==> src/rtl/core/wsp_enc_pkg.sv <==
// shared types and codes for the wsp integer field encoder
// no dependencies
package wsp_enc_pkg;

  localparam int unsigned MaxBytes = 6;

  localparam logic [3:0] KIND_INT8    = 4'd0;
  localparam logic [3:0] KIND_INT16   = 4'd1;
  localparam logic [3:0] KIND_INT32   = 4'd2;
  localparam logic [3:0] KIND_SHORT   = 4'd3;
  localparam logic [3:0] KIND_LONG    = 4'd4;
  localparam logic [3:0] KIND_INTEGER = 4'd5;
  localparam logic [3:0] KIND_UINTVAR = 4'd6;
  localparam logic [3:0] KIND_VLENGTH = 4'd7;
  localparam logic [3:0] KIND_MINIMAL = 4'd8;

  localparam logic [7:0] SHORT_FLAG   = 8'h80;
  localparam logic [7:0] SHORT_MAX    = 8'h7f;
  localparam logic [7:0] VLEN_MAX     = 8'd30;
  localparam logic [7:0] VLEN_QUOTE   = 8'd31;

  typedef struct packed {
    logic [3:0]  kind;
    logic [31:0] value;
  } in_req_t;

  typedef struct packed {
    logic [7:0] out_byte;
    logic       last;
  } out_req_t;

  // encoded bytes, entry 0 goes out first
  typedef struct packed {
    logic [MaxBytes-1:0][7:0] bytes;
    logic [2:0]               count;
  } enc_t;

endpackage

==> src/rtl/core/wsp_enc_stage.sv <==
// input register stage of the wsp integer field encoder
// depends on wsp_enc_pkg
module wsp_enc_stage (
  input  logic                clk,
  input  logic                rst,
  input  logic                src_valid,
  output logic                src_ready,
  input  wsp_enc_pkg::in_req_t src_data,
  input  logic                take,
  output logic                held_valid,
  output wsp_enc_pkg::in_req_t held_data
);

  logic held_valid_next;

  assign src_ready       = !held_valid || take;
  assign held_valid_next = (src_valid && src_ready) || (held_valid && !take);

  always_ff @(posedge clk) begin
    if (rst) begin
      held_valid <= 1'b0;
    end else begin
      held_valid <= held_valid_next;
    end
  end

  always_ff @(posedge clk) begin
    if (src_valid && src_ready) begin
      held_data <= src_data;
    end
  end

endmodule

==> src/rtl/core/wsp_enc_pack.sv <==
// byte encoder: turns one request into up to six bytes and a count
// depends on wsp_enc_pkg
module wsp_enc_pack (
  input  wsp_enc_pkg::in_req_t req,
  output wsp_enc_pkg::enc_t    enc
);

  logic [31:0]     v;
  logic [3:0][7:0] vb;
  logic [4:0][6:0] grp;
  logic [2:0]      mb;
  logic [2:0]      g;
  logic [3:0][7:0] m;
  logic [4:0][7:0] u;
  logic [1:0]      mi;
  logic [2:0]      gi;

  assign v  = req.value;
  assign vb = v;

  always_comb begin
    for (int i = 0; i < 4; i++) begin
      grp[i] = v[7*i +: 7];
    end
    grp[4] = {3'b000, v[31:28]};

    if (v[31:24] != 8'h00) begin
      mb = 3'd4;
    end else if (v[23:16] != 8'h00) begin
      mb = 3'd3;
    end else if (v[15:8] != 8'h00) begin
      mb = 3'd2;
    end else begin
      mb = 3'd1;
    end

    if (v[31:28] != 4'h0) begin
      g = 3'd5;
    end else if (v[27:21] != 7'h00) begin
      g = 3'd4;
    end else if (v[20:14] != 7'h00) begin
      g = 3'd3;
    end else if (v[13:7] != 7'h00) begin
      g = 3'd2;
    end else begin
      g = 3'd1;
    end
  end

  // minimal big-endian bytes, left aligned
  always_comb begin
    m  = '0;
    mi = '0;
    for (int j = 0; j < 4; j++) begin
      mi = 2'(mb - 3'd1 - 3'(j));
      if (3'(j) < mb) begin
        m[j] = vb[mi];
      end
    end
  end

  // uintvar groups, left aligned, continuation on all but the final one
  always_comb begin
    u  = '0;
    gi = '0;
    for (int j = 0; j < 5; j++) begin
      gi = g - 3'd1 - 3'(j);
      if (3'(j) < g) begin
        u[j] = {(gi != 3'd0), grp[gi]};
      end
    end
  end

  always_comb begin
    enc = '0;
    case (req.kind)
      wsp_enc_pkg::KIND_INT8: begin
        enc.bytes[0] = vb[0];
        enc.count    = 3'd1;
      end
      wsp_enc_pkg::KIND_INT16: begin
        enc.bytes[0] = vb[1];
        enc.bytes[1] = vb[0];
        enc.count    = 3'd2;
      end
      wsp_enc_pkg::KIND_INT32: begin
        for (int j = 0; j < 4; j++) begin
          enc.bytes[j] = vb[3-j];
        end
        enc.count = 3'd4;
      end
      wsp_enc_pkg::KIND_SHORT: begin
        enc.bytes[0] = vb[0] | wsp_enc_pkg::SHORT_FLAG;
        enc.count    = 3'd1;
      end
      wsp_enc_pkg::KIND_LONG, wsp_enc_pkg::KIND_INTEGER: begin
        if (req.kind == wsp_enc_pkg::KIND_INTEGER &&
            v <= {24'h0, wsp_enc_pkg::SHORT_MAX}) begin
          enc.bytes[0] = vb[0] | wsp_enc_pkg::SHORT_FLAG;
          enc.count    = 3'd1;
        end else if (v == 32'h0) begin
          enc.bytes[0] = 8'h01;
          enc.bytes[1] = 8'h00;
          enc.count    = 3'd2;
        end else begin
          enc.bytes[0] = {5'b00000, mb};
          for (int j = 0; j < 4; j++) begin
            enc.bytes[j+1] = m[j];
          end
          enc.count = mb + 3'd1;
        end
      end
      wsp_enc_pkg::KIND_UINTVAR: begin
        for (int j = 0; j < 5; j++) begin
          enc.bytes[j] = u[j];
        end
        enc.count = g;
      end
      wsp_enc_pkg::KIND_VLENGTH: begin
        if (v <= {24'h0, wsp_enc_pkg::VLEN_MAX}) begin
          enc.bytes[0] = vb[0];
          enc.count    = 3'd1;
        end else begin
          enc.bytes[0] = wsp_enc_pkg::VLEN_QUOTE;
          for (int j = 0; j < 5; j++) begin
            enc.bytes[j+1] = u[j];
          end
          enc.count = g + 3'd1;
        end
      end
      wsp_enc_pkg::KIND_MINIMAL: begin
        for (int j = 0; j < 4; j++) begin
          enc.bytes[j] = m[j];
        end
        enc.count = mb;
      end
      default: begin
        enc = '0;
      end
    endcase
  end

endmodule

==> src/rtl/core/wsp_enc_serial.sv <==
// result register: holds the encoded bytes and sends one per cycle while dst_ready is high
// depends on wsp_enc_pkg
module wsp_enc_serial (
  input  logic                  clk,
  input  logic                  rst,
  input  logic                  held_valid,
  input  wsp_enc_pkg::enc_t     enc,
  output logic                  take,
  output logic                  dst_valid,
  input  logic                  dst_ready,
  output wsp_enc_pkg::out_req_t dst_data
);

  logic [wsp_enc_pkg::MaxBytes-1:0][7:0] bytes;
  logic [wsp_enc_pkg::MaxBytes-1:0][7:0] bytes_next;
  logic [2:0]                            cnt;
  logic [2:0]                            cnt_next;
  logic                                  can_load;

  assign dst_valid         = cnt != 3'd0;
  assign dst_data.out_byte = bytes[0];
  assign dst_data.last     = cnt == 3'd1;
  assign can_load          = (cnt == 3'd0) || (cnt == 3'd1 && dst_ready);
  assign take              = held_valid && can_load;

  always_comb begin
    bytes_next = bytes;
    cnt_next   = cnt;
    if (take) begin
      bytes_next = enc.bytes;
      cnt_next   = enc.count;
    end else if (dst_valid && dst_ready) begin
      bytes_next = {8'h00, bytes[wsp_enc_pkg::MaxBytes-1:1]};
      cnt_next   = cnt - 3'd1;
    end
  end

  always_ff @(posedge clk) begin
    if (rst) begin
      cnt <= 3'd0;
    end else begin
      cnt <= cnt_next;
    end
  end

  always_ff @(posedge clk) begin
    bytes <= bytes_next;
  end

endmodule

==> src/rtl/core/wsp_integer_field_encoder_unit.sv <==
// wsp integer field encoder, top level
// a request is registered in the input stage, then encoded into the result register
// throughput: one byte per cycle while dst_ready is high, so a request's one to six bytes
//   (its encoded length) shift out of the six-byte result register, entry 0 first
// unused kinds give no bytes and show nothing at the output
// reset: synchronous, clears the stage and result valid state only
module wsp_integer_field_encoder_unit (
  input  logic                  clk,
  input  logic                  rst,
  input  logic                  src_valid,
  output logic                  src_ready,
  input  wsp_enc_pkg::in_req_t  src_data,
  output logic                  dst_valid,
  input  logic                  dst_ready,
  output wsp_enc_pkg::out_req_t dst_data
);

  logic                 take;
  logic                 held_valid;
  wsp_enc_pkg::in_req_t held_data;
  wsp_enc_pkg::enc_t    enc;

  wsp_enc_stage u_stage (
    .clk        (clk),
    .rst        (rst),
    .src_valid  (src_valid),
    .src_ready  (src_ready),
    .src_data   (src_data),
    .take       (take),
    .held_valid (held_valid),
    .held_data  (held_data)
  );

  wsp_enc_pack u_pack (
    .req (held_data),
    .enc (enc)
  );

  wsp_enc_serial u_serial (
    .clk        (clk),
    .rst        (rst),
    .held_valid (held_valid),
    .enc        (enc),
    .take       (take),
    .dst_valid  (dst_valid),
    .dst_ready  (dst_ready),
    .dst_data   (dst_data)
  );

endmodule

==> config.mk <==
export PLATFORM = sky130hd
export DESIGN_NAME = wsp_integer_field_encoder_unit
export DESIGN_NICKNAME = d
export VERILOG_FILES = /design/src/rtl/core/wsp_enc_pkg.sv /design/src/rtl/core/wsp_enc_stage.sv /design/src/rtl/core/wsp_enc_pack.sv /design/src/rtl/core/wsp_enc_serial.sv /design/src/rtl/core/wsp_integer_field_encoder_unit.sv
export SDC_FILE = /design/constraint.sdc
export NUM_CORES = 1
export LEC_CHECK = 0
export ABC_AREA = 1
export BUFFER_PORTS_ARGS = -buffer_cell sky130_fd_sc_hd__buf_2
export CAP_MARGIN = 10
export CORE_ASPECT_RATIO = 0.8
export CORE_MARGIN = 3
export CORE_UTILIZATION = 36
export DETAILED_ROUTE_END_ITERATION = 12
export HOLD_SLACK_MARGIN = 0.06
export PLACE_DENSITY_LB_ADDON = 0.08
export SLEW_MARGIN = 30
export SYNTH_ARGS = -nofsm -noshare
export SYNTH_HDL_FRONTEND = slang
export SYNTH_SLANG_ARGS = --single-unit
==> constraint.sdc <==
create_clock -name clk -period 3.4 [get_ports clk]
set_clock_uncertainty 0.2 [all_clocks]
set_input_delay 0.34 -clock clk [delete_from_list [all_inputs] [get_ports clk]]
set_output_delay 0.34 -clock clk [all_outputs]
set_load 0.1 [all_outputs]
==> impl_metrics.json, run 1 <==
{
  "timing.final.crit_share_pct": 93.5,
  "rr_endpoint": "u_serial.bytes[20]",
  "seqPwrFrac_pct": 37.3,
  "r2r-start": "u_stage.held_data[23]",
  "cp.depth": 15,
  "area_growth_syn_to_layout_pct": 17.9,
  "powerDensity_nw_per_um2": 613,
  "synth_edf_count": 84,
  "globalplace.congestion": 0.950,
  "clk_pin_slew_ns": 0.07,
  "p_sw_mw": 2.29,
  "worst_hold_startpoint": "u_serial.bytes[37]",
  "first_pass_iters": 6,
  "synth_area_sq_um": 7090,
  "synth_area_leaders": "edfxtp_1 36%, nand2_1 21%, nand3_1 13%",
  "wirelength_um": 27400,
  "crit_fanout": 14,
  "fin_tns_setup_ns": 0,
  "cpPeakStageDelay_ns": 0.50,
  "fin_crit_ns": 3.18,
  "power.internal_mw": 2.83,
  "ys_seq_area_share_pct": 36.7,
  "cp.buffers_inverters": 2,
  "port_buffers": 50,
  "p_leak_nw": 3.81,
  "finalHoldViolations": 0,
  "irDropWorstVdd_uv": 831,
  "crit_family": "simple AND/OR/NAND/NOR gates",
  "synth_ff_type": "edfxtp_1",
  "globalRouteTotalUtil_pct": 25.5,
  "status": "finished, final reports clean",
  "critPathRequiredTime_ns": 3.31,
  "arrival_ns": 3.09,
  "maxCapViolCount": 0,
  "synth_xor_area_share_pct": 0.371,
  "insertion_delay_ns": 0.36,
  "crit_type": "register to register",
  "dpl.hpwl_um": 20400,
  "nNetsFinal": 1178,
  "synth_fp_nets": 1096,
  "yosys.area_share.simple_pct": 45.2,
  "numCtsBuffers": 9,
  "syn_inst": 1048,
  "setup.worst_path.end": "u_serial.bytes[20]",
  "drtIter0Drc": 957,
  "endpoint_kind": "register",
  "cts_tree": "built",
  "worstMarginPinSlew_ns": 0.816,
  "final_util_pct": 43.6,
  "drcViolationCount": 0,
  "rsz0062_at_grt": "no",
  "cp-start-kind": "register",
  "report.final.slew_viol_count": 0,
  "relSlewSlack_pct": 45.4,
  "path_cells": "nor2_1, nand2_1, nor2_2, nand2_1, inv_1, nand2_1, ha_1, inv_1, nand3_1, nand2_2, nand2_1, nand4_1, nand3_1, nand2_1, nand2_1",
  "synth-seq-cells": 88,
  "clockPowerShare_pct": 20.7,
  "cp_slowest_cell": "edfxtp_1",
  "hp-class": "register to register",
  "setup_violations": 0,
  "drtAntennaViolNets": 0,
  "reg2reg_depth": 15,
  "layout_common_cells": "388 x nand2_1, 183 x nand3_1, 84 x edfxtp_1",
  "antenna_found_initial": 1,
  "synth-compound-area-share_pct": 6.37,
  "synth_mux_area_share_pct": 0,
  "initial_utilization_pct": 37.0,
  "drive_above_1_share_pct": 13.5,
  "rrSetupSlack_ns": 0.22,
  "core-area_sq_um": 19100,
  "vias": 7628,
  "p_sw_share_pct": 44.7,
  "yosysTopAreaCell": "edfxtp_1",
  "cts_resized": 0,
  "max_freq_ghz": 0.315,
  "dieArea_sq_um": 21400,
  "overflow": 0,
  "synth_warnings": 0,
  "cpMostUsedCell": "nand2_1",
  "wl_per_cell_um": 19.7,
  "grt_pass1_wl_um": 41900,
  "clock_sinks": 88,
  "synth_top_area_share_pct": 35.6,
  "ys_async_sr_fraction_pct": 0,
  "via_per_inst": 5.48,
  "critPathLaunch": "u_stage.held_data[23]",
  "grt_pass1_vias": 7119,
  "diodes": 0,
  "fp.dieH_um": 131,
  "synth_fa_ha_area_share_pct": 1.41,
  "layout_commonest_cell": "nand2_1",
  "grt_max_degree": 41,
  "synth.avg_cell_area_sq_um": 6.76,
  "rows": 45,
  "ys_types": 39,
  "cts_max_path_buffers": 2,
  "clock-root-buffer": "clkbuf_16",
  "pin_count": 51,
  "power_frac_comb_pct": 42.1,
  "synth_top_family_by_area": "simple AND/OR/NAND/NOR gates",
  "die_w_um": 163,
  "htreeDepth": 3
}
## registers in the layout, indices dropped and copies added (netlist names)
name,flops
u_serial.dst_data,8
u_stage.held_data,36
u_serial.cnt,3
u_serial.bytes,40
u_stage.held_valid,1
## repair_timing
action,4_1_cts,5_1_grt
endpoints found under the setup margin,0,0
hold buffers,38,0
setup buffers,0,0
endpoints found under the hold margin,37,0
## worst min path at each step
stage	end	slack, ns	cells past startpoint
3_5_place_dp	u_serial.bytes[29]	0.30	2
2_1_floorplan	u_stage.held_valid	0.21	1
6_report	u_serial.bytes[29]	0.32	2
5_1_grt	u_serial.bytes[29]	0.34	2
3_3_place_gp	u_serial.bytes[26]	0.30	2
4_1_cts	u_serial.bytes[29]	0.32	2
## power groups by stage
| stage | logic, mW | registers (mW) | clock network (mW) |
|---|---|---|---|
| 3_5_place_dp | 2.12 | 1.93 | 0 |
| 5_1_grt | 2.35 | 1.94 | 1.13 |
| 2_1_floorplan | 1.63 | 1.87 | 0 |
| 3_3_place_gp | 2.13 | 1.93 | 0 |
| 6_report | 2.15 | 1.91 | 1.06 |
| 4_1_cts | 2.16 | 1.91 | 1.09 |
## cell type report
type	count	area [sq um]
inverters	90	342
multi-input cells	809	3810
clock buffers	9	225
repair buffers	132	973
clock inverters	7	76.3
fillers	2059	10800
well taps	258	323
flip-flops and latches	88	2600
## Yosys cell counts, types with 2 or more instances
library cell and instances:
inv_1 79, nand3_4 2, o211ai_1 4, nor3_2 2, edfxtp_1 84, ha_1 8
o221ai_1 3, nand3_2 2, xor2_1 3, o21ai_0 32, buf_6 8, nand3_1 183
nand2_2 7, nand4_1 44, nor3_1 4, nand2_1 389, buf_1 4, o22ai_1 12
inv_2 10, nor2_1 65, buf_4 14, dfxtp_1 4, nor2_4 5, nand3b_1 3
clkbuf_1 19, buf_2 15, a21oi_1 20, nor2_2 6, o21ai_1 7
## per-layer routing
layer  wire [um]  global-route usage [%]  share of wire [%]  vias up
met5           0                       0                  0        -
met4         700                    7.33                2.6        0
met3        2500                    4.63                9.1       48
met2       12200                    39.3                 45      359
met1       11900                    36.4                 44     3564
li1            -                       -                  -     3657
## worst reg2reg max path: stages, from the launching register on
cell and delay, ns:
edfxtp_1 0.50, nor2_1 0.18, nand2_1 0.13, nor2_2 0.26, nand2_1 0.11, inv_1 0.08
nand2_1 0.10, ha_1 0.31, inv_1 0.20, nand3_1 0.12, nand2_2 0.27, nand2_1 0.15
nand4_1 0.09, nand3_1 0.12, nand2_1 0.08, nand2_1 0.05
## cells by family (layout without fill, tap and decap cells)
family,Yosys count,after routing
adders and majority gates,8,8
and+or+nand+nor,716,716
buffers and inverters,151,238
other,1,1
DFF,88,88
AOI/OAI and AO/OA,81,81
xor gates and xnor gates,3,3
## metrics by stage
step	hold WS [ns]	area, sq um	setup slack (ns)	instances	power [mW]
floorplan	0.209	7100	0.193	1048	3.50
global placement	0.300	7670	0.317	1339	4.05
detailed placement	0.305	7670	0.269	1339	4.05
CTS	0.322	8350	0.251	1393	5.16
global route	0.338	8350	0.00280	1393	5.42
finish	0.320	8350	0.221	1393	5.12
Power figures use the tool's default switching activity.
==> inputs of run 2 (changes only) <==
==> constraint.sdc (replaced) <==
create_clock -name clk -period 4.08 [get_ports clk]
set_clock_uncertainty 0.2 [all_clocks]
set_input_delay 0.408 -clock clk [delete_from_list [all_inputs] [get_ports clk]]
set_output_delay 0.408 -clock clk [all_outputs]
set_load 0.1 [all_outputs]
==> run 2 against run 1 <==
Cell count is 1.4% lower; combinational power fell by 18%; setup slack gained 0.32 ns; sequential power is 16% lower; sequential share of layout area up 0.61 points; maximum frequency shrank 10%; design area is 1.9% lower; die area unchanged; register-to-register slack better by 0.32 ns; largest cell class unchanged; critical path depth did not move.
==> impl_metrics.json, run 2 (same netlist as run 1, synthesis figures left out) <==
{
  "rows": 45,
  "fin_crit_ns": 3.54,
  "cp.buffers_inverters": 3,
  "insertion_delay_ns": 0.36,
  "postLayoutSetupSlackWorst_ns": 0.538,
  "cp_slowest_cell": "edfxtp_1",
  "vias": 7490,
  "layout_commonest_cell": "nand2_1",
  "cpMostUsedCell": "nand3_1",
  "maxCapViolCount": 0,
  "drtIter0Drc": 933,
  "max_freq_ghz": 0.282,
  "clk_pin_slew_ns": 0.07,
  "dpl_worst_slack_ns": 0.608,
  "timing.final.crit_share_pct": 86.8,
  "first_pass_iters": 5,
  "seqPwrFrac_pct": 37.7,
  "cts_setup_buffers": 0,
  "numCtsBuffers": 9,
  "fillers": 2100,
  "diodes": 0,
  "critPathRequiredTime_ns": 3.99,
  "power.internal_mw": 2.34,
  "drtAntennaViolNets": 0,
  "pin_count": 51,
  "nNetsFinal": 1158,
  "p_sw_mw": 1.89,
  "clock_sinks": 88,
  "report.final.slew_viol_count": 0,
  "path_cells": "inv_1, nand3_1, nor2_2, nand2_1, nand2_2, inv_2, ha_1, inv_1, nand3_1, nand3_1, nor2_1, nor2_1, nand3_1, nand2_1, nand2_1",
  "fp.dieH_um": 131,
  "top_register": "u_serial.bytes",
  "crit_type": "register to register",
  "area_growth_syn_to_layout_pct": 15.6,
  "hp-class": "input port to register",
  "clockPowerShare_pct": 20.5,
  "endpoint_kind": "register",
  "cts_resized": 0,
  "rsz0062_at_grt": "no",
  "arrival_ns": 3.45,
  "p_sw_share_pct": 44.6,
  "drive_above_1_share_pct": 11.7,
  "power_frac_comb_pct": 41.7,
  "setup_violations": 0,
  "cp-start-kind": "register",
  "largest_reg_flops": 40,
  "htreeDepth": 3,
  "worstMarginPinSlew_ns": 0.852,
  "dieArea_sq_um": 21400,
  "p_leak_nw": 3.72,
  "grt_pass1_wl_um": 42100,
  "finalHoldViolations": 0,
  "antenna_found_initial": 0,
  "cts_tree": "built",
  "port_buffers": 50,
  "crit_fanout": 14,
  "clock-root-buffer": "clkbuf_16",
  "overflow": 0,
  "cpPeakStageDelay_ns": 0.53,
  "p_total_mw": 4.23,
  "grt_max_degree": 54,
  "core-area_sq_um": 19100,
  "via_per_inst": 5.46,
  "globalplace.congestion": 0.950,
  "irDropWorstVdd_uv": 767,
  "grt_pass1_vias": 7155,
  "fin_tns_setup_ns": 0,
  "layout_common_cells": "389 x nand2_1, 183 x nand3_1, 84 x edfxtp_1",
  "wl_per_cell_um": 19.7,
  "relSlewSlack_pct": 43.0,
  "drcViolationCount": 0,
  "cts_max_path_buffers": 2,
  "powerDensity_nw_per_um2": 516,
  "dpl.hpwl_um": 20100,
  "wirelength_um": 27000,
  "die_w_um": 163,
  "crit_family": "simple AND/OR/NAND/NOR gates",
  "initial_utilization_pct": 37.0,
  "globalRouteTotalUtil_pct": 25.6,
  "status": "finished, final reports clean"
}
## run 2: changes by cell type in the layout (fill, tap and decap cells not counted), sizes merged
cell / change
buf: -19
clkinvlp: -2
clkbuf: +1
clkinv: +1
dlygate4sd3: -1
## run 2: power by group through the flow
| stage | combinational (mW) | clock (mW) | sequential [mW] |
|---|---|---|---|
| finish | 1.77 | 0.868 | 1.60 |
| global route | 1.95 | 0.924 | 1.63 |
| CTS | 1.76 | 0.891 | 1.60 |
| detailed placement | 1.73 | 0 | 1.61 |
| global placement | 1.74 | 0 | 1.61 |
| floorplan | 1.35 | 0 | 1.56 |
## run 2: cell type report
cell class	instances	area, sq um	area share (%)
multi-input combinational	809	3800	46.4
sequential	88	2600	31.8
timing repair buffer	112	828	10.1
inverter	90	338	4.12
tap	258	323	3.94
clock buffer	10	229	2.79
clock inverter	6	67.6	0.825
## run 2: worst paths after layout
kind / cells after the start / from / to / slack [ns]
max: 15 / u_stage.held_data[9] / u_serial.bytes[22] / 0.54
max reg2reg: 15 / u_stage.held_data[9] / u_serial.bytes[22] / 0.54
min: 3 / src_valid / u_stage.held_valid / 0.09
min reg2reg: 2 / u_stage.held_valid / u_stage.held_valid / 0.31
## run 2: timing repair
item	in CTS	in global routing
hold buffers	37	0
hold endpoints to repair	37	0
setup endpoints to repair	0	0
## run 2: per-stage QoR
stage	area (sq um)	util [%]	hold WS [ns]	std cells
6_report	8190	42.8	0.0931	1373
5_1_grt	8190	42.8	0.117	1373
4_1_cts	8170	42.7	0.0823	1372
3_5_place_dp	7500	39.2	0.302	1319
3_3_place_gp	7500	39.2	0.300	1319
2_1_floorplan	7090	-	0.277	1048
## run 2: worst reg2reg max path: cells and delay by family (launching register included)
family                   cells  cell delay, ns
AND/OR/NAND/NOR             11            1.46
buffers and inverters        3            0.77
flip-flops                   1            0.53
adder cells (fa/ha/maj)      1            0.34
## run 2: per-layer routing
metal	GRT usage, %	wire (um)	vias up
met5	0	0	-
met4	8.88	894	0
met3	5.61	2390	66
met2	38.4	11600	360
met1	36.2	12100	3443
li1	-	-	3621
==> inputs of run 3 (changes only) <==
--- a/config.mk
+++ b/config.mk
@@ -6,6 +6,7 @@
 export NUM_CORES = 1
 export LEC_CHECK = 0
 export ABC_AREA = 1
+export ABC_CLOCK_PERIOD_IN_PS = 4080
 export BUFFER_PORTS_ARGS = -buffer_cell sky130_fd_sc_hd__buf_2
 export CAP_MARGIN = 10
 export CORE_ASPECT_RATIO = 0.8
==> constraint.sdc (replaced) <==
create_clock -name clk -period 4.08 [get_ports clk]
set_clock_uncertainty 0.2 [all_clocks]
set_input_delay 0.816 -clock clk [delete_from_list [all_inputs] [get_ports clk]]
set_output_delay 0.816 -clock clk [all_outputs]
set_load 0.1 [all_outputs]
==> run 3 against run 2 <==
Combinational power down 2%; first-iteration DRC count grew 2.3%; utilization decreased by 2.3 points; critical endpoint is now u_serial.bytes[18]; largest power group unchanged; highest routed layer unchanged.
==> impl_metrics.json, run 3 (same netlist as run 1, synthesis figures left out) <==
{
  "clk_pin_slew_ns": 0.07,
  "port_buffers": 50,
  "irDropWorstVdd_uv": 713,
  "r2r-start": "u_stage.held_data[9]",
  "report.final.slew_viol_count": 0,
  "wl_per_cell_um": 20.3,
  "antenna_found_initial": 0,
  "pin_count": 51,
  "cpPeakStageDelay_ns": 0.52,
  "numCtsBuffers": 9,
  "status": "finished, final reports clean",
  "diodes": 0,
  "arrival_ns": 3.65,
  "clock-root-buffer": "clkbuf_16",
  "cts_hold_repair.buffers": 0,
  "htreeDepth": 3,
  "globalplace.congestion": 0.971,
  "insertion_delay_ns": 0.37,
  "power_frac_comb_pct": 41.6,
  "rrSetupSlack_ns": 0.35,
  "final_util_pct": 40.5,
  "fp.dieH_um": 131,
  "maxCapViolCount": 0,
  "hold_depth": 2,
  "crit_type": "register to register",
  "core-area_sq_um": 19100,
  "crit_fanout": 14,
  "via_per_inst": 5.56,
  "critPathRequiredTime_ns": 4.00,
  "multi_input_area_sq_um": 3800,
  "fin_crit_ns": 3.73,
  "seqPwrFrac_pct": 38.5,
  "ff_latch_area_sq_um": 2600,
  "drive_above_1_share_pct": 11.9,
  "wirelength_um": 27100,
  "rr_endpoint": "u_serial.bytes[18]",
  "globalRouteTotalUtil_pct": 25.2,
  "p_sw_mw": 1.91,
  "drtIter0Drc": 954,
  "vias": 7406,
  "power.internal_mw": 2.25,
  "clock_sinks": 88,
  "worstMarginPinSlew_ns": 0.979,
  "placedInstanceArea_sq_um": 7480,
  "nNetsFinal": 1117,
  "cts_resized": 0,
  "first_pass_iters": 6,
  "grt_max_degree": 42,
  "dieArea_sq_um": 21400,
  "endpoint_kind": "register",
  "powerDensity_nw_per_um2": 536,
  "hp-class": "register to register",
  "top_register": "u_serial.bytes",
  "p_sw_share_pct": 45.9,
  "fin_tns_setup_ns": 0,
  "dpl.hpwl_um": 20000,
  "reg2reg_depth": 15,
  "drtAntennaViolNets": 0,
  "critPathLaunch": "u_stage.held_data[9]",
  "max_freq_ghz": 0.268,
  "overflow": 0,
  "final_cell_area_sq_um": 7750,
  "finalHoldViolations": 0,
  "grt_pass1_vias": 6947,
  "rows": 45,
  "setup.worst_path.end": "u_serial.bytes[18]",
  "setup_violations": 0,
  "initial_utilization_pct": 37.0,
  "die_w_um": 163,
  "cts_tree": "built",
  "cts_max_path_buffers": 2,
  "cpMostUsedCell": "nand2_1",
  "rsz0062_at_grt": "no",
  "area_growth_syn_to_layout_pct": 9.43,
  "drcViolationCount": 0,
  "layout_commonest_cell": "nand2_1",
  "layout_common_cells": "389 x nand2_1, 183 x nand3_1, 84 x edfxtp_1",
  "cp-start-kind": "register",
  "timing.final.crit_share_pct": 91.4,
  "cp_slowest_cell": "edfxtp_1",
  "relSlewSlack_pct": 34.6,
  "p_leak_nw": 3.53,
  "grt_pass1_wl_um": 41100,
  "cts_setup_buffers": 0,
  "clockPowerShare_pct": 20.0,
  "fillers": 2055,
  "path_cells": "inv_1, nand3_1, nor2_2, nand2_1, nand2_2, inv_2, ha_1, inv_1, nand2_1, nand3_1, nor2_1, nor2_1, nand3_1, nand2_1, nand2_1",
  "hold_ws_ns": 0.311,
  "largest_reg_flops": 40
}
==> run 3: cell types whose count changed in the layout (fill, tap and decap cells not counted) <==
| cell | change |
|---|---|
| buf_4 | -3 |
| bufinv_16 | -1 |
| inv_6 | +1 |
| clkinv_1 | -1 |
| clkinv_2 | +2 |
| clkbuf_1 | -1 |
| dlygate4sd3_1 | -37 |
| buf_16 | -1 |
==> run 3: area by class of cell <==
type	instances	area share, %
clock buffers	9	2.90
clock inverters	7	0.678
inverters	90	4.36
multi-input cells	809	49.1
flip-flops and latches	88	33.6
well taps	258	4.16
repair buffers	71	5.26
==> run 3: power by group through the flow <==
stage	clock network [mW]	registers, mW	logic [mW]
detailed placement	0	1.61	1.72
CTS	0.841	1.60	1.73
finish	0.829	1.60	1.73
floorplan	0	1.56	1.35
global route	0.873	1.62	1.89
global placement	0	1.61	1.74
==> run 3: worst min path at each step <==
| stage | startpoint | end | slack, ns |
|---|---|---|---|
| floorplan | u_serial.bytes[8] | u_serial.dst_data[1] | 0.29 |
| global placement | u_serial.bytes[35] | u_serial.bytes[27] | 0.30 |
| detailed placement | u_serial.bytes[32] | u_serial.bytes[24] | 0.30 |
| CTS | u_serial.bytes[16] | u_serial.bytes[8] | 0.31 |
| global route | u_serial.bytes[46] | u_serial.bytes[38] | 0.34 |
| finish | u_serial.bytes[46] | u_serial.bytes[38] | 0.31 |
==> run 3: stage by stage <==
| step | worst slack [ns] | power [mW] | std cells |
|---|---|---|---|
| after floorplan | 0.365 | 2.91 | 1048 |
| after global placement | 0.460 | 3.35 | 1316 |
| after detailed placement | 0.500 | 3.34 | 1316 |
| after CTS | 0.473 | 4.17 | 1332 |
| after global routing | 0.235 | 4.39 | 1332 |
| final | 0.350 | 4.16 | 1332 |
==> run 3: critical path, delay by kind of cell, from the launching register on <==
family | cells | cell delay, ns
simple gates | 11 | 1.55
buf+inv | 3 | 0.85
flops | 1 | 0.52
fa+ha+maj | 1 | 0.34
==> run 3: per-layer routing <==
metal / vias up / part of all wire (%) / wire length [um] / track usage, %
li1: 3544 / - / - / -
met1: 3376 / 44 / 11900 / 36.0
met2: 432 / 43 / 11700 / 37.4
met3: 54 / 10 / 2720 / 5.77
met4: 0 / 2.9 / 798 / 8.17
met5: - / 0 / 0 / 0
